### config.mk
export PLATFORM = sky130hd
export DESIGN_NAME = ptw_walk
export DESIGN_NICKNAME = d
export VERILOG_FILES = /design/src/rtl/ptw_pkg.sv /design/src/rtl/ptw_walk.sv
export SDC_FILE = /design/constraint.sdc
export NUM_CORES = 1
export LEC_CHECK = 0
export ABC_AREA = 1
export BUFFER_PORTS_ARGS = -buffer_cell sky130_fd_sc_hd__buf_4
export CAP_MARGIN = 20
export CORE_AREA = 2 2 202 204
export DETAILED_ROUTE_END_ITERATION = 10
export DIE_AREA = 0 0 204 206
export PLACE_DENSITY = 0.56
export SYNTH_ARGS = -nofsm -noshare
export SYNTH_HDL_FRONTEND = slang
export SYNTH_SLANG_ARGS = --single-unit
### constraint.sdc
create_clock -name i_clk -period 8.6 [get_ports i_clk]
set_input_delay 0.43 -clock i_clk [delete_from_list [all_inputs] [get_ports i_clk]]
set_output_delay 0.43 -clock i_clk [all_outputs]
set_load 0.05 [all_outputs]
### src/rtl/ptw_pkg.sv
// Shared types, constants and descriptor decode for the translation walker.
`timescale 1ns / 1ps
package ptw_pkg;

    localparam int ENTRY_W = 9;          // 512 descriptors per table
    localparam int PAGE_W  = 36;         // physical page number width
    localparam int PA_W    = 48;
    localparam int FLAG_W  = 9;
    localparam int CFG_IDX_W = 2;

    // register indexes on the configuration port
    localparam logic [CFG_IDX_W-1:0] CFG_IS_KERNEL = 2'd0;
    localparam logic [CFG_IDX_W-1:0] CFG_KERN_BASE = 2'd1;
    localparam logic [CFG_IDX_W-1:0] CFG_USER_TOP  = 2'd2;
    localparam logic [CFG_IDX_W-1:0] CFG_ROOT_PAGE = 2'd3;

    localparam logic [63:0] KERN_BASE_RST = 64'hFFFF_0000_0000_0000;
    localparam logic [63:0] USER_TOP_RST  = 64'h0000_FFFF_FFFF_FFFF;

    localparam logic MODE_WRITE = 1'b0;
    localparam logic MODE_XLATE = 1'b1;

    // descriptor type codes, bits 1:0
    localparam logic [1:0] DESC_TABLE = 2'b11;
    localparam logic [1:0] DESC_BLOCK = 2'b01;

    typedef struct packed {
        logic              is_kernel;
        logic [63:0]       kern_min;
        logic [63:0]       user_max;
        logic [PAGE_W-1:0] root_page;
    } t_cfg;

    // protection flags from a final descriptor
    function automatic logic [FLAG_W-1:0] decode_flags(input logic [63:0] d);
        logic [FLAG_W-1:0] f;
        f[0] = 1'b1;
        f[1] = ~d[7];
        f[2] = ~d[53];
        f[3] = d[6];
        f[4] = d[6] & ~d[7];
        f[5] = ~d[54];
        f[6] = d[0];
        f[7] = d[10];
        f[8] = d[55];
        return f;
    endfunction

endpackage

### src/rtl/ptw_walk.sv
// Walk sequencer: clearing pass, descriptor writes and the level 0..3 table walk.
`timescale 1ns / 1ps
module ptw_walk #(
    parameter int TABLE_PAGES = 16,
    localparam int MEM_AW = $clog2(TABLE_PAGES * 512)
) (
    input  logic                      i_clk,
    input  logic                      i_rst_n,
    input  ptw_pkg::t_cfg             i_cfg,
    input  logic                      i_start,
    output logic                      o_busy,
    input  logic                      i_mode,
    input  logic [63:0]               i_virtual_address,
    input  logic [12:0]               i_word_index,
    input  logic [63:0]               i_word_value,
    output logic                      o_mem_we,
    output logic [MEM_AW-1:0]         o_mem_waddr,
    output logic [63:0]               o_mem_wdata,
    output logic                      o_mem_re,
    output logic [MEM_AW-1:0]         o_mem_raddr,
    input  logic [63:0]               i_mem_rdata,
    output logic                      o_done,
    output logic                      o_status,
    output logic [ptw_pkg::PA_W-1:0]  o_physical_address,
    output logic [ptw_pkg::FLAG_W-1:0] o_protection_flags
);
    import ptw_pkg::*;

    localparam int DEPTH = TABLE_PAGES * 512;
    localparam int PG_W  = (TABLE_PAGES > 1) ? $clog2(TABLE_PAGES) : 1;

    typedef enum logic [1:0] {S_CLEAR, S_IDLE, S_WALK} t_state;

    t_state              r_state;
    logic [1:0]          r_level;
    logic [47:0]         r_va;
    logic [MEM_AW-1:0]   r_clr_addr;
    logic                r_done;
    logic                r_status;
    logic [PA_W-1:0]     r_pa;
    logic [FLAG_W-1:0]   r_flags;

    logic                accept;
    logic                wr_ok;
    logic                addr_bad;
    logic                root_ok;
    logic [1:0]          dtype;
    logic [PAGE_W-1:0]   next_page;
    logic                page_ok;
    logic                walk_on;
    logic                walk_fin;
    logic [1:0]          n_level;
    logic [ENTRY_W-1:0]  n_entry;
    logic [PA_W-1:0]     fin_pa;

    assign accept  = i_start && (r_state == S_IDLE);
    assign wr_ok   = 32'(i_word_index) < 32'(DEPTH);
    assign addr_bad = i_cfg.is_kernel ? (i_virtual_address < i_cfg.kern_min)
                                      : (i_virtual_address > i_cfg.user_max);
    assign root_ok = i_cfg.root_page < PAGE_W'(TABLE_PAGES);

    assign dtype     = i_mem_rdata[1:0];
    assign next_page = i_mem_rdata[47:12];
    assign page_ok   = next_page < PAGE_W'(TABLE_PAGES);
    assign n_level   = r_level + 2'd1;

    // table descriptor below level 3 to a page inside the RAM carries on; page at level 3 or block at 1/2 ends
    assign walk_on  = (r_level != 2'd3) && (dtype == DESC_TABLE) && page_ok;
    assign walk_fin = ((r_level == 2'd3) && (dtype == DESC_TABLE)) ||
                      (((r_level == 2'd1) || (r_level == 2'd2)) && (dtype == DESC_BLOCK));

    always_comb begin
        unique case (n_level)
            2'd1:    n_entry = r_va[38:30];
            2'd2:    n_entry = r_va[29:21];
            default: n_entry = r_va[20:12];
        endcase
    end

    always_comb begin
        unique case (r_level)
            2'd1:    fin_pa = {i_mem_rdata[47:30], r_va[29:0]};
            2'd2:    fin_pa = {i_mem_rdata[47:21], r_va[20:0]};
            default: fin_pa = {i_mem_rdata[47:12], r_va[11:0]};
        endcase
    end

    // memory port
    always_comb begin
        o_mem_we    = 1'b0;
        o_mem_waddr = r_clr_addr;
        o_mem_wdata = '0;
        o_mem_re    = 1'b0;
        o_mem_raddr = MEM_AW'({i_cfg.root_page[PG_W-1:0], i_virtual_address[47:39]});
        if (r_state == S_CLEAR) begin
            o_mem_we = 1'b1;
        end else if (accept && (i_mode == MODE_WRITE)) begin
            o_mem_we    = wr_ok;
            o_mem_waddr = MEM_AW'(i_word_index);
            o_mem_wdata = i_word_value;
        end
        if (accept && (i_mode == MODE_XLATE)) begin
            o_mem_re = !addr_bad && root_ok;
        end else if ((r_state == S_WALK) && walk_on) begin
            o_mem_re    = 1'b1;
            o_mem_raddr = MEM_AW'({next_page[PG_W-1:0], n_entry});
        end
    end

    always_ff @(posedge i_clk) begin
        if (!i_rst_n) begin
            r_state    <= S_CLEAR;
            r_clr_addr <= '0;
            r_done     <= 1'b0;
            r_level    <= '0;
        end else begin
            r_done <= 1'b0;
            unique case (r_state)
                S_CLEAR: begin
                    r_clr_addr <= r_clr_addr + MEM_AW'(1);
                    if (r_clr_addr == MEM_AW'(DEPTH - 1)) begin
                        r_state <= S_IDLE;
                    end
                end
                S_IDLE: begin
                    if (accept) begin
                        r_va     <= i_virtual_address[47:0];
                        r_level  <= 2'd0;
                        r_status <= 1'b0;
                        r_pa     <= '0;
                        r_flags  <= '0;
                        if (i_mode == MODE_WRITE) begin
                            r_done <= 1'b1;
                        end else if (addr_bad) begin
                            r_status <= 1'b1;
                            r_done   <= 1'b1;
                        end else if (!root_ok) begin
                            r_done <= 1'b1;
                        end else begin
                            r_state <= S_WALK;
                        end
                    end
                end
                S_WALK: begin
                    if (walk_on) begin
                        r_level <= n_level;
                    end else begin
                        r_state <= S_IDLE;
                        r_done  <= 1'b1;
                        if (walk_fin) begin
                            r_pa    <= fin_pa;
                            r_flags <= decode_flags(i_mem_rdata);
                        end
                    end
                end
                default: r_state <= S_IDLE;
            endcase
        end
    end

    assign o_busy             = (r_state != S_IDLE);
    assign o_done             = r_done;
    assign o_status           = r_status;
    assign o_physical_address = r_pa;
    assign o_protection_flags = r_flags;
endmodule

### Word level (Yosys, flattened, before mapping)

Index checks and enable logic that the tools add are counted.

* logic and storage cells: 95
* output and inout port bits: 152
* bits of input ports: 374
* register bits: 115

* reduce and logical (&&, ||, !) cells: 18
* multiplexer cells: 38
* eq/ne operators: 20
* $add $sub $neg: 2
* magnitude comparators: 4
* bitwise operators: 5

Operators by type and width (number)
* 48-bit two-way mux: 3
* 64-bit two-way mux: 2
* 48-bit case mux with 2 select lines: 1
* 36-bit by 5-bit less-than comparator with 1-bit output, second input constant: 2
* 64-bit greater-than comparator: 1
* 64-bit less-than comparator: 1
* 30-bit case mux with 2 select lines: 1
* 13-bit two-way mux: 4
* 9-bit case mux with 2 select lines: 2
* 9-bit two-way mux: 3
* 2-bit two-way mux: 8
* 2-bit inequality test, second input constant: 8
* 13-bit by 1-bit adder with 13-bit output, second input constant: 1
* 13-bit equality test, second input constant: 1
* 1-bit two-way mux: 11
* 2-bit equality test, second input constant: 5
* 1-bit logical AND: 9
* 2-bit by 1-bit equality test with 1-bit output, second input constant: 4
* 2-bit case mux with 3 select lines: 1
* 3-bit AND reduction: 2
* 6-bit AND reduction: 1
* 5-bit AND reduction: 1
* 2-bit by 1-bit inequality test with 1-bit output, second input constant: 2
* 1-bit NOT: 4
* other kinds (8): 9

### Logic depth before layout (Yosys ltp)

* depth after elaboration: 7
* gate-level depth with buffers: 21
* gate-level depth less buffers: 21

### Worst setup path before layout

Ideal clock, no wire load.

* kind: register to register
* start point: register r_state[0]
* end point: register r_pa[0], in the netlist o_physical_address[0], enable pin
* data required time: 8.128 ns
* path buffers: 1
* path slack: 4.560 ns
* data arrival time: 3.568 ns
* clock period less this slack: 4.040 ns
* library setup time: 0.472 ns
* stages on the path, launching flop included: 8
* cell sequence: dfxtp_1 inv_1 ha_1 buf_2 clkinv_1 o21ai_0 nand2_1 nor2_1

* word-level cells in the longest chain between the ends: 4
* elaborated cells between the ends (all ways): 8
* those cells by class: 5 x eq/ne; 3 x reduce/logical

Ends and longest elaborated chain
* from (decl): line ptw_walk.sv:34 `t_state r_state;`
* from (signal assigned): line ptw_walk.sv:112 `r_state <= S_CLEAR;`
* from (signal assigned): line ptw_walk.sv:122 `r_state <= S_IDLE;`
* from (signal assigned): line ptw_walk.sv:140 `r_state <= S_WALK;`
* 2-bit by 1-bit equality test with 1-bit output: line ptw_walk.sv:56, ptw_walk.sv:118
* 1-bit logical AND: line ptw_walk.sv:56 `assign accept = i_start && (r_state == S_IDLE);`
* 2-bit inequality test (no source line)
* 5-bit AND reduction (no source line) (*)
* to (signal assigned): line ptw_walk.sv:151 `r_pa <= fin_pa;`
* to (decl): line ptw_walk.sv:40 `logic [PA_W-1:0] r_pa;`

Mark *: on every way between the ends. The rest lies on a longest branch, timed or not.
A chain may end at the register's enable or synchronous reset.

### Worst setup path in the final report

* start point: register r_level[0]
* end point: output port o_mem_raddr[1]

* word-level cells in the longest chain between the ends: 6
* elaborated cells between the ends (all ways): 10
* those cells by class: 1 x add/sub; 3 x eq/ne; 3 x mux; 3 x reduce/logical

Ends and longest elaborated chain
* from (decl): line ptw_walk.sv:35 `logic [1:0] r_level;`
* from (signal assigned): line ptw_walk.sv:146 `r_level <= n_level;`
* parallel branches: the longest is 4 deep, another holds 2-bit by 1-bit adder with 2-bit output
* 13-bit two-way mux (*): line ptw_walk.sv:104 `end else if ((r_state == S_WALK) && walk_on) begin`
* 13-bit two-way mux (*): line ptw_walk.sv:102 `if (accept && (i_mode == MODE_XLATE)) begin`
* to (decl): line ptw_walk.sv:20 `output logic [MEM_AW-1:0] o_mem_raddr,`

Every way passes the cells marked *.

==> results.cfg <==
[grt]
antenna_found_initial = 4
grt_overflow = 0
grtUsageTotal_pct = 17.0
grt_pass1_wl_um = 53000
grt_max_degree = 88
first_global_vias = 8896

[timing]
finalSetupViolations = 0
slew_headroom_pct = 44.4
skew_ns = 0.0105
period_share_pct = 38.8
fmax_ghz = 0.299
hold_viol_final = 0
setup_tns_ns = 0
whs_ns = 0.212
finalCriticalPeriod_ns = 3.34
rsz0062_at_grt = no
worst_pin_slew_ns = 0.831
slew_viol_final = 0

[final_layout]
nets = 2179
fill_cells = 4218
drive_gt1_share_pct = 33.4
area_growth_pct = 55.5
seq_area_um2 = 3270
multi_input_area_um2 = 4490

[logic_synthesis]
async_flop_share_pct = 0
synth_top_flop_cell = edfxtp_1
synth_top_area_share_pct = 32.5
ys_top_cells_by_count = inv_1, nand2_1, ha_1
syn_area_per_cell_um2 = 7.70
synth_seq_cells = 115
ys_warn_count = 0
netlist_top_cells_area = edfxtp_1, ha_1, inv_1, nand2_1, nor2_1
yosys.cell_types.count = 41
synth_edf_count = 97
synthesis.nets = 1674
synth.largest_area_cell = edfxtp_1
yosysSeqAreaShare_pct = 36.5
synth_cells = 1165
synth_most_common_cell = inv_1
synth_area_um2 = 8970

[floorplanning]
coreArea_um2 = 40200
pin_count = 526
num_rows = 74
start_util_pct = 22.3
fp.dieW_um = 204
die-area_um2 = 42000
die_h_um = 206

[cts]
clock_latency_ns = 0.41
cts_buffers = 17
clock-sinks = 115
ctsHoldBuffers = 0
clk_pin_slew_ns = 0.05
cts_resized = 0
cts_setup_buffers = 0
cts_root_buf = clkbuf_16
cts_tree = done
max-clock-path-buffers = 2
h-tree-depth = 4

[setup_path]
critical_path_class = reg2out
cp.arrival_ns = 2.91
crit_required_ns = 8.17
r2r-start = r_level[0]
cp-start-kind = flip-flop
startpoint = r_level[0]
path_max_fanout = 14
critPathCaptureType = primary output

[power]
leakage_nw = 7.55
combPwrFrac_pct = 23.7
peakVddDrop_mv = 0.0908
power.switching_mw = 0.486
seqPwrFrac_pct = 36.1
intPower_mw = 1.22
p_sw_share_pct = 28.4
p_clk_share_pct = 40.2
powerDensity_nw_per_um2 = 123

[route]
drt_wl_total_um = 37600
dr.pass1.iters = 5
detail_route.wl_per_cell_um = 17.0
drc = 0
route.vias.total = 9373
drtIter0Drc = 503
final_antenna_net_count = 0
vias_per_cell = 4.23

[placed_design]
hpwl_um = 32400
finalWeightedCongestion = 0.884
port_buffers = 505

[worst_hold_path]
hold_class = in2reg
min_from = i_virtual_address[0]

[status]
run_status = finished, final reports clean

[job]
cap_viol_max_count = 0
[flip-flops by register name (all words and copies together) (netlist names)]
| name | count |
|---|---|
| o_protection_flags | 9 |
| o_physical_address | 48 |
| r_state | 2 |
| r_clr_addr | 13 |
| r_va | 39 |
| r_level | 2 |
| o_status | 1 |
| o_done | 1 |
[worst max-delay path: stages, from the launching register on]
cell     delay (ns)
dfxtp_1        0.32
ha_1           0.24
nor4_4         0.31
nand4_1        0.18
nor2_2         0.20
nand2_2        0.10
nor2_4         0.46
inv_2          0.23
nand2_1        0.12
nand2_1        0.09
buf_4          0.21
[power by group through the flow]
stage / combinational, mW / sequential [mW] / clock [mW]
2_1_floorplan: 0.176 / 0.641 / 0
3_3_place_gp: 0.400 / 0.628 / 0
3_5_place_dp: 0.406 / 0.628 / 0
4_1_cts: 0.409 / 0.617 / 0.708
5_1_grt: 0.453 / 0.617 / 0.729
6_report: 0.405 / 0.617 / 0.688
[per-stage QoR]
step,cells,setup WS [ns],utilization (%),power [mW],area (um2)
after floorplan,1165,4.56,-,0.817,8970
after global placement,2183,5.21,33.3,1.03,13400
after detailed placement,2183,5.20,33.3,1.03,13400
after CTS,2214,5.12,34.7,1.73,13900
after global routing,2216,5.00,34.7,1.80,14000
final,2217,5.26,34.7,1.71,14000
[cell usage in the layout (no fill, tap or decap), drive strengths merged, types with 2 or more instances in the layout]
cell type	Yosys	layout
a211oi	2	2
a21oi	86	86
a31oi	3	3
buf	11	509
bufinv	0	2
clkbuf	12	17
clkinv	1	7
clkinvlp	0	4
dfxtp	18	18
diode	0	3
edfxtp	97	97
ha	135	135
inv	301	303
mux2	3	3
mux2i	5	5
nand2	210	210
nand3	15	15
nand4	18	18
nor2	135	135
nor3	16	16
nor4	18	18
o211ai	18	18
o21a	5	5
o21ai	40	40
o22ai	5	5
o32ai	4	4
or2	2	2
[area by class of cell]
type                    count  share of cell area (%)
flip-flops and latches    115                    23.5
clock inverters            14                   0.995
diodes                      3                  0.0538
multi-input cells         725                    32.2
inverters                 302                    8.12
clock buffers              17                    3.05
repair buffers            509                    27.4
well taps                 532                    4.77
[metal layers]
layer  share of wire (%)  wire length (um)  vias to the layer above  track usage, %
met2                  46             17400                      323            27.4
met1                  44             16600                     4253            22.7
li1                    -                 -                     4760               -
met3                 7.1              2670                       37            3.85
met5                   0                 0                        -               0
met4                 2.4               914                        0            5.36
[worst paths after layout]
path | to | slack, ns | cells past startpoint
min | r_va[0] | 0.21 | 1
min reg2reg | r_state[1] | 0.50 | 2
max | o_mem_raddr[1] | 5.26 | 10
max reg2reg | o_physical_address[35] | 5.65 | 7
[logic make-up (layout without fill, tap and decap cells)]
| group | Yosys count | after routing | synth area share, % |
|---|---|---|---|
| flip-flops | 115 | 115 | 36.5 |
| AND/OR/NAND/NOR | 416 | 416 | 19.7 |
| buffers and inverters | 325 | 842 | 13.7 |
| adder cells (fa/ha/maj) | 135 | 135 | 18.8 |
| AO/OA/AOI/OAI | 166 | 166 | 10.4 |
| multiplexers | 8 | 8 | 0.934 |
| other | 0 | 3 | 0 |
No activity file was read; power rests on OpenSTA's default activity.
